## src/rtl/core/ttm_pkg.sv

```systemverilog
`timescale 1ns / 1ps
// ----------------------------------------------------------------------------
// Timeout table manager package
// Types, codes and sizes shared by the timer table controller and datapath.
// ----------------------------------------------------------------------------
package ttm_pkg;

  localparam int TIMER_SLOTS = 16;
  localparam int SLOT_W      = (TIMER_SLOTS > 1) ? $clog2(TIMER_SLOTS) : 1;

  typedef enum logic [2:0] {
    ACT_ARM     = 3'd0,
    ACT_CLEAR   = 3'd1,
    ACT_REFRESH = 3'd2,
    ACT_RELEASE = 3'd3,
    ACT_TICK    = 3'd4
  } action_e;

  typedef enum logic [1:0] {
    ST_OK        = 2'd0,
    ST_NOT_FOUND = 2'd1,
    ST_ACTIVE    = 2'd2,
    ST_FIRED     = 2'd3
  } status_e;

  typedef enum logic [2:0] {
    S_IDLE,
    S_EXEC,
    S_SCAN,
    S_DECIDE,
    S_FIRE,
    S_OUT_FIRE,
    S_OUT_DONE
  } state_e;

  typedef struct packed {
    logic [2:0]  action;
    logic [3:0]  timer_id;
    logic [31:0] delay;
    logic [63:0] now;
  } req_t;

  typedef struct packed {
    logic [1:0] status;
    logic       fired_valid;
    logic [3:0] fired_id;
    logic       last;
  } rsp_t;

  typedef struct packed {
    logic latch_req;
    logic exec_op;
    logic scan_start;
    logic scan_step;
    logic fire;
    logic emit_pend;
    logic emit_empty;
  } cmd_t;

  typedef struct packed {
    logic is_tick;
    logic scan_last;
    logic found;
    logic pend;
  } sts_t;

endpackage

```

## src/rtl/core/ttm_ctrl.sv

```systemverilog
`timescale 1ns / 1ps
// ----------------------------------------------------------------------------
// Timer table controller
// Sequences request execution, deadline scan rounds and result hand-off.
// ----------------------------------------------------------------------------
module ttm_ctrl import ttm_pkg::*; (
  input  logic clk_i,
  input  logic rst_ni,
  input  logic in_valid_i,
  output logic in_stall_o,
  output logic out_valid_o,
  input  logic out_stall_i,
  input  sts_t sts_i,
  output cmd_t cmd_o
);

  state_e state_q, state_d;

  always_ff @(posedge clk_i or negedge rst_ni) begin
    if (!rst_ni) begin
      state_q <= S_IDLE;
    end else begin
      state_q <= state_d;
    end
  end

  always_comb begin
    state_d = state_q;
    case (state_q)
      S_IDLE:     if (in_valid_i) state_d = S_EXEC;
      S_EXEC:     state_d = sts_i.is_tick ? S_SCAN : S_OUT_DONE;
      S_SCAN:     if (sts_i.scan_last) state_d = S_DECIDE;
      S_DECIDE: begin
        if (sts_i.pend) state_d = sts_i.found ? S_OUT_FIRE : S_OUT_DONE;
        else if (sts_i.found) state_d = S_SCAN;
        else state_d = S_OUT_DONE;
      end
      S_FIRE:     state_d = S_SCAN;
      S_OUT_FIRE: if (!out_stall_i) state_d = S_FIRE;
      S_OUT_DONE: if (!out_stall_i) state_d = S_IDLE;
      default:    state_d = S_IDLE;
    endcase
  end

  always_comb begin
    cmd_o       = '0;
    in_stall_o  = 1'b1;
    out_valid_o = 1'b0;
    case (state_q)
      S_IDLE: begin
        in_stall_o      = 1'b0;
        cmd_o.latch_req = in_valid_i;
      end
      S_EXEC: begin
        cmd_o.scan_start = sts_i.is_tick;
        cmd_o.exec_op    = !sts_i.is_tick;
      end
      S_SCAN: cmd_o.scan_step = 1'b1;
      S_DECIDE: begin
        if (sts_i.pend) begin
          cmd_o.emit_pend = 1'b1;
        end else if (sts_i.found) begin
          cmd_o.fire       = 1'b1;
          cmd_o.scan_start = 1'b1;
        end else begin
          cmd_o.emit_empty = 1'b1;
        end
      end
      S_FIRE: begin
        cmd_o.fire       = 1'b1;
        cmd_o.scan_start = 1'b1;
      end
      S_OUT_FIRE: out_valid_o = 1'b1;
      S_OUT_DONE: out_valid_o = 1'b1;
      default: ;
    endcase
  end

endmodule

```

## src/rtl/core/ttm_dp.sv

```systemverilog
`timescale 1ns / 1ps
// ----------------------------------------------------------------------------
// Timer table datapath
// Slot storage, request execution, deadline scan and result register.
// ----------------------------------------------------------------------------
module ttm_dp import ttm_pkg::*; (
  input  logic clk_i,
  input  logic rst_ni,
  input  req_t in_req_i,
  input  cmd_t cmd_i,
  output sts_t sts_o,
  output rsp_t out_rsp_o
);

  logic [TIMER_SLOTS-1:0] exists_q, active_q, released_q;
  logic [31:0] delay_q [TIMER_SLOTS];
  logic [63:0] dl_q    [TIMER_SLOTS];
  logic [63:0] ord_q   [TIMER_SLOTS];
  logic [63:0] arm_cnt_q;

  req_t              req_q;
  logic [SLOT_W-1:0] idx_q;
  logic              best_v_q;
  logic [SLOT_W-1:0] best_q;
  logic [63:0]       best_dl_q, best_ord_q;
  logic              pend_q;
  logic [SLOT_W-1:0] pend_id_q;
  rsp_t              out_q;

  logic [SLOT_W-1:0] sel;
  logic              inrange, present, cand, better;
  logic [64:0]       sum;
  logic [63:0]       sched_dl;
  logic [31:0]       sched_delay;
  logic              do_sched;
  logic [1:0]        op_status;

  assign inrange = 32'(req_q.timer_id) < TIMER_SLOTS;
  assign sel     = cmd_i.scan_step ? idx_q : SLOT_W'(req_q.timer_id);
  assign present = inrange && exists_q[sel];

  assign sched_delay = (req_q.action == ACT_ARM) ? req_q.delay : delay_q[sel];
  assign sum         = {1'b0, req_q.now} + 65'(sched_delay);
  assign sched_dl    = sum[64] ? '1 : sum[63:0];

  assign cand   = exists_q[idx_q] && active_q[idx_q] && (dl_q[idx_q] <= req_q.now);
  assign better = !best_v_q || (dl_q[idx_q] < best_dl_q) ||
                  ((dl_q[idx_q] == best_dl_q) && (ord_q[idx_q] < best_ord_q));

  always_comb begin
    do_sched  = 1'b0;
    op_status = ST_OK;
    case (req_q.action)
      ACT_ARM: begin
        if (!inrange) op_status = ST_NOT_FOUND;
        else if (exists_q[sel] && active_q[sel]) op_status = ST_ACTIVE;
        else do_sched = 1'b1;
      end
      ACT_CLEAR, ACT_RELEASE: if (!present) op_status = ST_NOT_FOUND;
      ACT_REFRESH: begin
        if (!present) op_status = ST_NOT_FOUND;
        else do_sched = 1'b1;
      end
      default: op_status = ST_OK;
    endcase
  end

  always_ff @(posedge clk_i or negedge rst_ni) begin
    if (!rst_ni) begin
      exists_q   <= '0;
      active_q   <= '0;
      released_q <= '0;
      arm_cnt_q  <= '0;
      best_v_q   <= 1'b0;
      pend_q     <= 1'b0;
      idx_q      <= '0;
    end else begin
      if (cmd_i.exec_op && do_sched) begin
        active_q[sel] <= 1'b1;
        arm_cnt_q     <= arm_cnt_q + 64'd1;
        if (req_q.action == ACT_ARM) begin
          exists_q[sel]   <= 1'b1;
          released_q[sel] <= 1'b0;
        end
      end
      if (cmd_i.exec_op && present && req_q.action == ACT_CLEAR) begin
        active_q[sel] <= 1'b0;
      end
      if (cmd_i.exec_op && present && req_q.action == ACT_RELEASE) begin
        if (active_q[sel]) begin
          released_q[sel] <= 1'b1;
        end else begin
          exists_q[sel]   <= 1'b0;
          released_q[sel] <= 1'b0;
        end
      end
      if (cmd_i.scan_step) begin
        idx_q <= idx_q + 1'b1;
        if (cand && better) best_v_q <= 1'b1;
      end
      if (cmd_i.fire) begin
        active_q[best_q] <= 1'b0;
        if (released_q[best_q]) begin
          exists_q[best_q]   <= 1'b0;
          released_q[best_q] <= 1'b0;
        end
        pend_q <= 1'b1;
      end
      if (cmd_i.scan_start) begin
        idx_q    <= '0;
        best_v_q <= 1'b0;
      end
      if (cmd_i.emit_pend) pend_q <= 1'b0;
    end
  end

  always_ff @(posedge clk_i) begin
    if (cmd_i.latch_req) req_q <= in_req_i;
    if (cmd_i.exec_op && do_sched) begin
      dl_q[sel]  <= sched_dl;
      ord_q[sel] <= arm_cnt_q;
      if (req_q.action == ACT_ARM) delay_q[sel] <= req_q.delay;
    end
    if (cmd_i.scan_step && cand && better) begin
      best_q     <= idx_q;
      best_dl_q  <= dl_q[idx_q];
      best_ord_q <= ord_q[idx_q];
    end
    if (cmd_i.fire) pend_id_q <= best_q;
    if (cmd_i.exec_op) out_q <= '{status: op_status, fired_valid: 1'b0,
                                  fired_id: 4'd0, last: 1'b1};
    if (cmd_i.emit_pend) out_q <= '{status: ST_FIRED, fired_valid: 1'b1,
                                    fired_id: 4'(pend_id_q), last: !best_v_q};
    if (cmd_i.emit_empty) out_q <= '{status: ST_OK, fired_valid: 1'b0,
                                     fired_id: 4'd0, last: 1'b1};
  end

  assign sts_o.is_tick   = (req_q.action == ACT_TICK);
  assign sts_o.scan_last = (32'(idx_q) == TIMER_SLOTS - 1);
  assign sts_o.found     = best_v_q;
  assign sts_o.pend      = pend_q;
  assign out_rsp_o       = out_q;

endmodule

```

## src/rtl/core/timeout_table_manager_top.sv

```systemverilog
`timescale 1ns / 1ps
// Arm, clear, refresh, release: latched in S_IDLE, executed in S_EXEC, result in S_OUT_DONE.
// Tick: scan rounds over all TIMER_SLOTS slots, one slot compared a cycle, each ending in
//   S_DECIDE; the earliest due slot of a round is fired and reported after the next round,
//   and a round that finds nothing due ends the tick.
// Requests: one at a time; the next can be taken in the cycle after the last result is taken.
// Reset: asynchronous, clears all slot flags, the arm counter and the controller.
// ----------------------------------------------------------------------------
// Timeout table manager
// Deadline-ordered one-shot timer table with arm, clear, refresh, release, tick.
// ----------------------------------------------------------------------------
module timeout_table_manager_top import ttm_pkg::*; (
  input  logic clk_i,
  input  logic rst_ni,
  input  logic in_valid_i,
  output logic in_stall_o,
  input  req_t in_req_i,
  output logic out_valid_o,
  input  logic out_stall_i,
  output rsp_t out_rsp_o
);

  cmd_t cmd;
  sts_t sts;

  ttm_ctrl u_ctrl (
    .clk_i       (clk_i),
    .rst_ni      (rst_ni),
    .in_valid_i  (in_valid_i),
    .in_stall_o  (in_stall_o),
    .out_valid_o (out_valid_o),
    .out_stall_i (out_stall_i),
    .sts_i       (sts),
    .cmd_o       (cmd)
  );

  ttm_dp u_dp (
    .clk_i     (clk_i),
    .rst_ni    (rst_ni),
    .in_req_i  (in_req_i),
    .cmd_i     (cmd),
    .sts_o     (sts),
    .out_rsp_o (out_rsp_o)
  );

endmodule

```

## config.mk

```make
export PLATFORM = sky130hd
export DESIGN_NAME = timeout_table_manager_top
export DESIGN_NICKNAME = d
export VERILOG_FILES = /design/src/rtl/core/ttm_pkg.sv /design/src/rtl/core/ttm_ctrl.sv /design/src/rtl/core/ttm_dp.sv /design/src/rtl/core/timeout_table_manager_top.sv
export SDC_FILE = /design/constraint.sdc
export NUM_CORES = 2
export LEC_CHECK = 0
export BUFFER_PORTS_ARGS = -buffer_cell sky130_fd_sc_hd__buf_2
export CAP_MARGIN = 20
export CELL_PAD_IN_SITES_DETAIL_PLACEMENT = 1
export CELL_PAD_IN_SITES_GLOBAL_PLACEMENT = 1
export CORE_MARGIN = 2
export CORE_UTILIZATION = 52
export CTS_BUF_LIST = sky130_fd_sc_hd__clkbuf_2
export DETAILED_ROUTE_END_ITERATION = 12
export GPL_TIMING_DRIVEN = 1
export PLACE_DENSITY_LB_ADDON = 0.1
export SLEW_MARGIN = 20
export SYNTH_ARGS = -nofsm -noshare
export SYNTH_HDL_FRONTEND = slang
export SYNTH_SLANG_ARGS = --single-unit
```

## constraint.sdc

```tcl
create_clock -name clk_i -period 16.32 [get_ports clk_i]
set_input_delay 1.632 -clock clk_i [delete_from_list [all_inputs] [get_ports clk_i]]
set_output_delay 1.632 -clock clk_i [all_outputs]
set_load 0.01 [all_outputs]
```

==> run summary <==
The kind of critical path is register to register. The share of synthesized area in the top cell type comes to 70.9%. The final worst-path cycle share was 57.1%; the mean number of vias per cell was 6.09. Entering global routing, the biggest net connects 173 pins. The die is 481 microns tall. The cell count after synthesis came out at 6465.

For the worst setup path, the data required time is 17.70 ns. The critical path buffer and inverter count came out at 2. In this run the tool buffered the top-level ports with 116 buffer cells.

The worst-path cell with the longest stage delay is nand2_4. In this run the worst hold path is classified as input port to async pin. The initial utilization of the core area, before any placement, comes to 52.2%. Buffers inserted during clock tree synthesis total 735.

The floorplan step defined a die boundary enclosing 232000 sq um. The tools report the number of global-route vias before repair as 71100. The worst-case IR drop observed on VDD is 0.150 mV. The accumulated negative setup slack was 0 ns; the post-layout minimum cycle time was 9.31 ns. When the netlist entered floorplanning its net count stood at 6798. TritonCTS built the clock tree.

In this run the core area contains 175 standard-cell rows. Summing all flip-flop and latch instances after layout gives 87300 sq um. In this run the remaining antenna-violating nets after routing total 0. At the later pin of the worst-skew pair, clock insertion delay measures 1.93 ns.

The highest cell delay on the worst timing path is 0.81 ns. Summed over all instances, the cell type with the most area after synthesis is edfxtp_1. For the number of hold-slack violations in the final timing report, the log shows 0. The worst setup path is captured at a register. Most frequently used flop master after synthesis: edfxtp_1.

Measured against its own limit, the worst slew margin works out to 17.4%. Across the run, the number of max-cap violations was 0. Relative to the synthesized area, the layout overhead comes to 10.3%. For the worst flop-to-flop path, the logic depth is 19. The tools report the max-slew violation total from the final report as 0.

The count of yosys warnings during synthesis was 0. The number of gates resized after CTS was 0. The floorplan step set the die width to 481 microns. After synthesis, the cell types taking the most area are edfxtp_1 (71%), mux4_2 (12%), dfrtp_1 (2.6%), ha_1 (2.4%), nand2_1 (2.3%).

The run gives 0 as the setup-violating endpoint count in the final report. The largest delay contributor family on the critical path is compound AO/OA/AOI/OAI gates. In the synthesized netlist, the cells that appear most often are edfxtp_1 (2799), nand2_1 (731), mux4_2 (645). The total congestion overflow after global routing was 0; the netlist area before placement was 119000 sq um.

The clock net sink count was 2928; the net switching power was 0.00803 W. The share of total power consumed by net switching was 35.9%. The flow ran to the end, and the final reports show no timing, DRC or antenna violations.

Pin placement for this block handled 117 I/O pins. The number of different library cells used by synthesis comes to 77. The area of combinational cells with multiple inputs is 29700 sq um. The critical path runs through a total of 19 cells.

The worst register-to-register path begins at u_ctrl.state_q[2]$_DFFE_PN0P_. After synthesis, the share of flip-flops with an asynchronous set or reset is 4.13%. After the first detailed-routing iteration, the DRC count stood at 5994. The count of flip-flops with a built-in enable after synthesis came out at 2799. The routed layout has 65800 vias. The H-tree generated during clock tree synthesis spans 6 levels.

Leading cell type by number of instances after synthesis: edfxtp_1. The share of the synthesized area in compound gates (AO/OA/AOI/OAI) is 3.55%. The largest family of logic cells by synthesized area was multiplexers. The share of synthesized cell area in and, or, nand and nor gates was 5.31%; the total iterations of the first detailed-routing run was 5. Upper clock frequency limit: 107 MHz. Root buffer cell: clkbuf_2.

The portion of total power attributed to combinational logic is 34.7%. Overall power consumption after layout is estimated at 0.0223 W. Summed over all nets, the half-perimeter wirelength after detailed placement is 168000 microns.

The tools report the critical path startpoint category as a register. The run gives 7 as the initial antenna violation count. Dividing the detail-routed wire length by the instance count gives 29.5 microns. The clock passes through at most 4 buffers.

The first global-routing pass estimated 469000 microns of wire. The tools report the share of total power in sequential cells as 43.8%. The number of register bits inferred by synthesis is 2928. The area share of fa/ha/maj cells after synthesis works out to 2.39%.

The total routing usage reported by global routing was 27.7%; the last weighted congestion value of the routability-driven placer was 0.833. For this run, the register share of the synthesized area comes to 73.6%. The run gives 20700 as the number of filler instances in the final layout. For this block, the routed nets add up to 318000 microns of wire. The highest fanout seen on the critical path was 89. The internal portion of the total power is 0.0143 W. The start point of the critical path was u_ctrl.state_q[2]$_DFFE_PN0P_. The tools report the clock group share of total power as 21.5%. The post-synthesis share of cell area spent on xor and xnor gates is 0.746%. The clock arrives with 0.168 ns of skew. The post-route netlist has 26.9% of its cells at a drive strength greater than 1. The core region is 227000 sq um.

Measured against the total synthesized area, the mux share comes to 12.7%. The cell leakage power was 45.6 nW; the transition time at the pin with the least slew margin was 1.24 ns. Setup repair after global routing left no endpoint under its margin. The critical path goes through or3b_2, buf_4, mux2_8, buf_4, nand2_1, and3_1, a311oi_1, a311oi_1, o31ai_1, ha_1, a211oi_1, o21ai_0, a31oi_1, nor2b_1, a2111oi_0, a211o_1, nand2_1, nand2_4, nand3_1. For the count of unresolved DRC violations after routing, the log shows 0. In this run the power density over the cells is 171 nW/um^2. After clock tree synthesis, the clock-pin slew on the worst setup and hold paths is 0.11 ns. At the worst endpoint, the arrival time is 10.69 ns. For this run, the post-layout net count is 7590.

A synthesized cell averages 18.3 sq um.
[registers in the layout, indices dropped and copies added (netlist names)]
register and flops:
u_dp.dl_q 1024, u_dp.pend_q 1, u_dp.pend_id_q 4, u_dp.req_q 103, u_dp.active_q 16, u_dp.released_q 16, u_dp.best_q 4, u_dp.best_ord_q 64
u_dp.idx_q 4, u_dp.ord_q 1024, u_dp.delay_q 512, u_dp.exists_q 16, u_ctrl.state_q 3, u_dp.best_v_q 1, u_dp.best_dl_q 64, u_dp.out_rsp_o 8
u_dp.arm_cnt_q 64
[per-layer routing]
layer  up-vias  share of wire (%)  GRT usage (%)
li1      27900                  -              -
met1     34900                 42           39.0
met2      2437                 49           44.9
met3       551                6.0           4.34
met4         0                2.6           9.04
met5         -                  0              0
[per-stage QoR]
stage / instance area (sq um) / util (%) / hold WS (ns) / cells / worst slack [ns]
2_1_floorplan: 119000 / - / 0.423 / 6465 / 0.644
3_3_place_gp: 123000 / 54.3 / 0.477 / 9419 / 7.09
3_5_place_dp: 123000 / 54.3 / 0.497 / 9422 / 7.14
4_1_cts: 131000 / 57.5 / 0.0443 / 10800 / 7.10
5_1_grt: 131000 / 57.5 / 0.109 / 10800 / 6.52
6_report: 131000 / 57.5 / 0.286 / 10800 / 7.01
[area by class of cell]
cell class                      instances  share of cell area [%]
Antenna cell                           15                  0.0287
Sequential cell                      2928                    66.8
Tap cell                             3009                    2.88
Inverter                              216                   0.620
Clock inverter                        177                   0.691
Multi-Input combinational cell       3017                    22.7
Timing Repair Buffer                  359                    2.22
Clock buffer                         1070                    4.10
[cell usage in the layout, fill, tap and decap left out, types with 64 or more instances in the layout]
master / instances
dfrtp_1: 117
a21o_1: 65
a311oi_1: 100
dlygate4sd3_1: 106
xnor2_1: 64
nand2_1: 730
a21oi_1: 111
mux4_2: 645
buf_4: 120
clkinv_1: 137
nand3_1: 141
and3_1: 125
nor2_1: 147
o21ai_0: 70
clkbuf_2: 1070
ha_1: 225
inv_1: 216
edfxtp_1: 2799
buf_2: 115
[cell families (layout without fill, tap and decap cells)]
| logic type | Yosys count | in the layout |
|---|---|---|
| fa+ha+maj | 226 | 226 |
| buf+inv | 520 | 1822 |
| other cells | 0 | 15 |
| compound gates | 603 | 603 |
| xor+xnor | 101 | 101 |
| simple gates | 1392 | 1392 |
| mux | 695 | 695 |
| flops | 2928 | 2928 |
[what timing repair did]
item,CTS,global route
buffers inserted,0,0
hold buffers,106,0
hold endpoints to repair,162,0
[power by group through the flow]
| stage | combinational [W] | clock, W | sequential, W |
|---|---|---|---|
| after detailed placement | 0.00774 | 0 | 0.00996 |
| after floorplan | 0.00529 | 0 | 0.00983 |
| after global routing | 0.00845 | 0.00529 | 0.00982 |
| after global placement | 0.00749 | 0 | 0.00994 |
| after CTS | 0.00779 | 0.00493 | 0.00979 |
| final | 0.00775 | 0.00479 | 0.00979 |
[path summary, 6_finish.rpt]
path                                                  end  slack, ns
hold reg to reg            u_dp.out_rsp_o[5]$_SDFFE_PP0P_       0.53
max in group asynchronous  u_dp.arm_cnt_q[46]$_DFFE_PN0N_      14.77
setup reg to reg              u_dp.dl_q[12][52]$_DFFE_PP_       7.01
min in group clk_i               u_dp.req_q[74]$_DFFE_PP_       0.41
setup / recovery              u_dp.dl_q[12][52]$_DFFE_PP_       7.01
hold / removal                 u_dp.active_q[9]$_DFF_PN0_       0.29
Note: power is estimated with default switching activity, not from simulation.
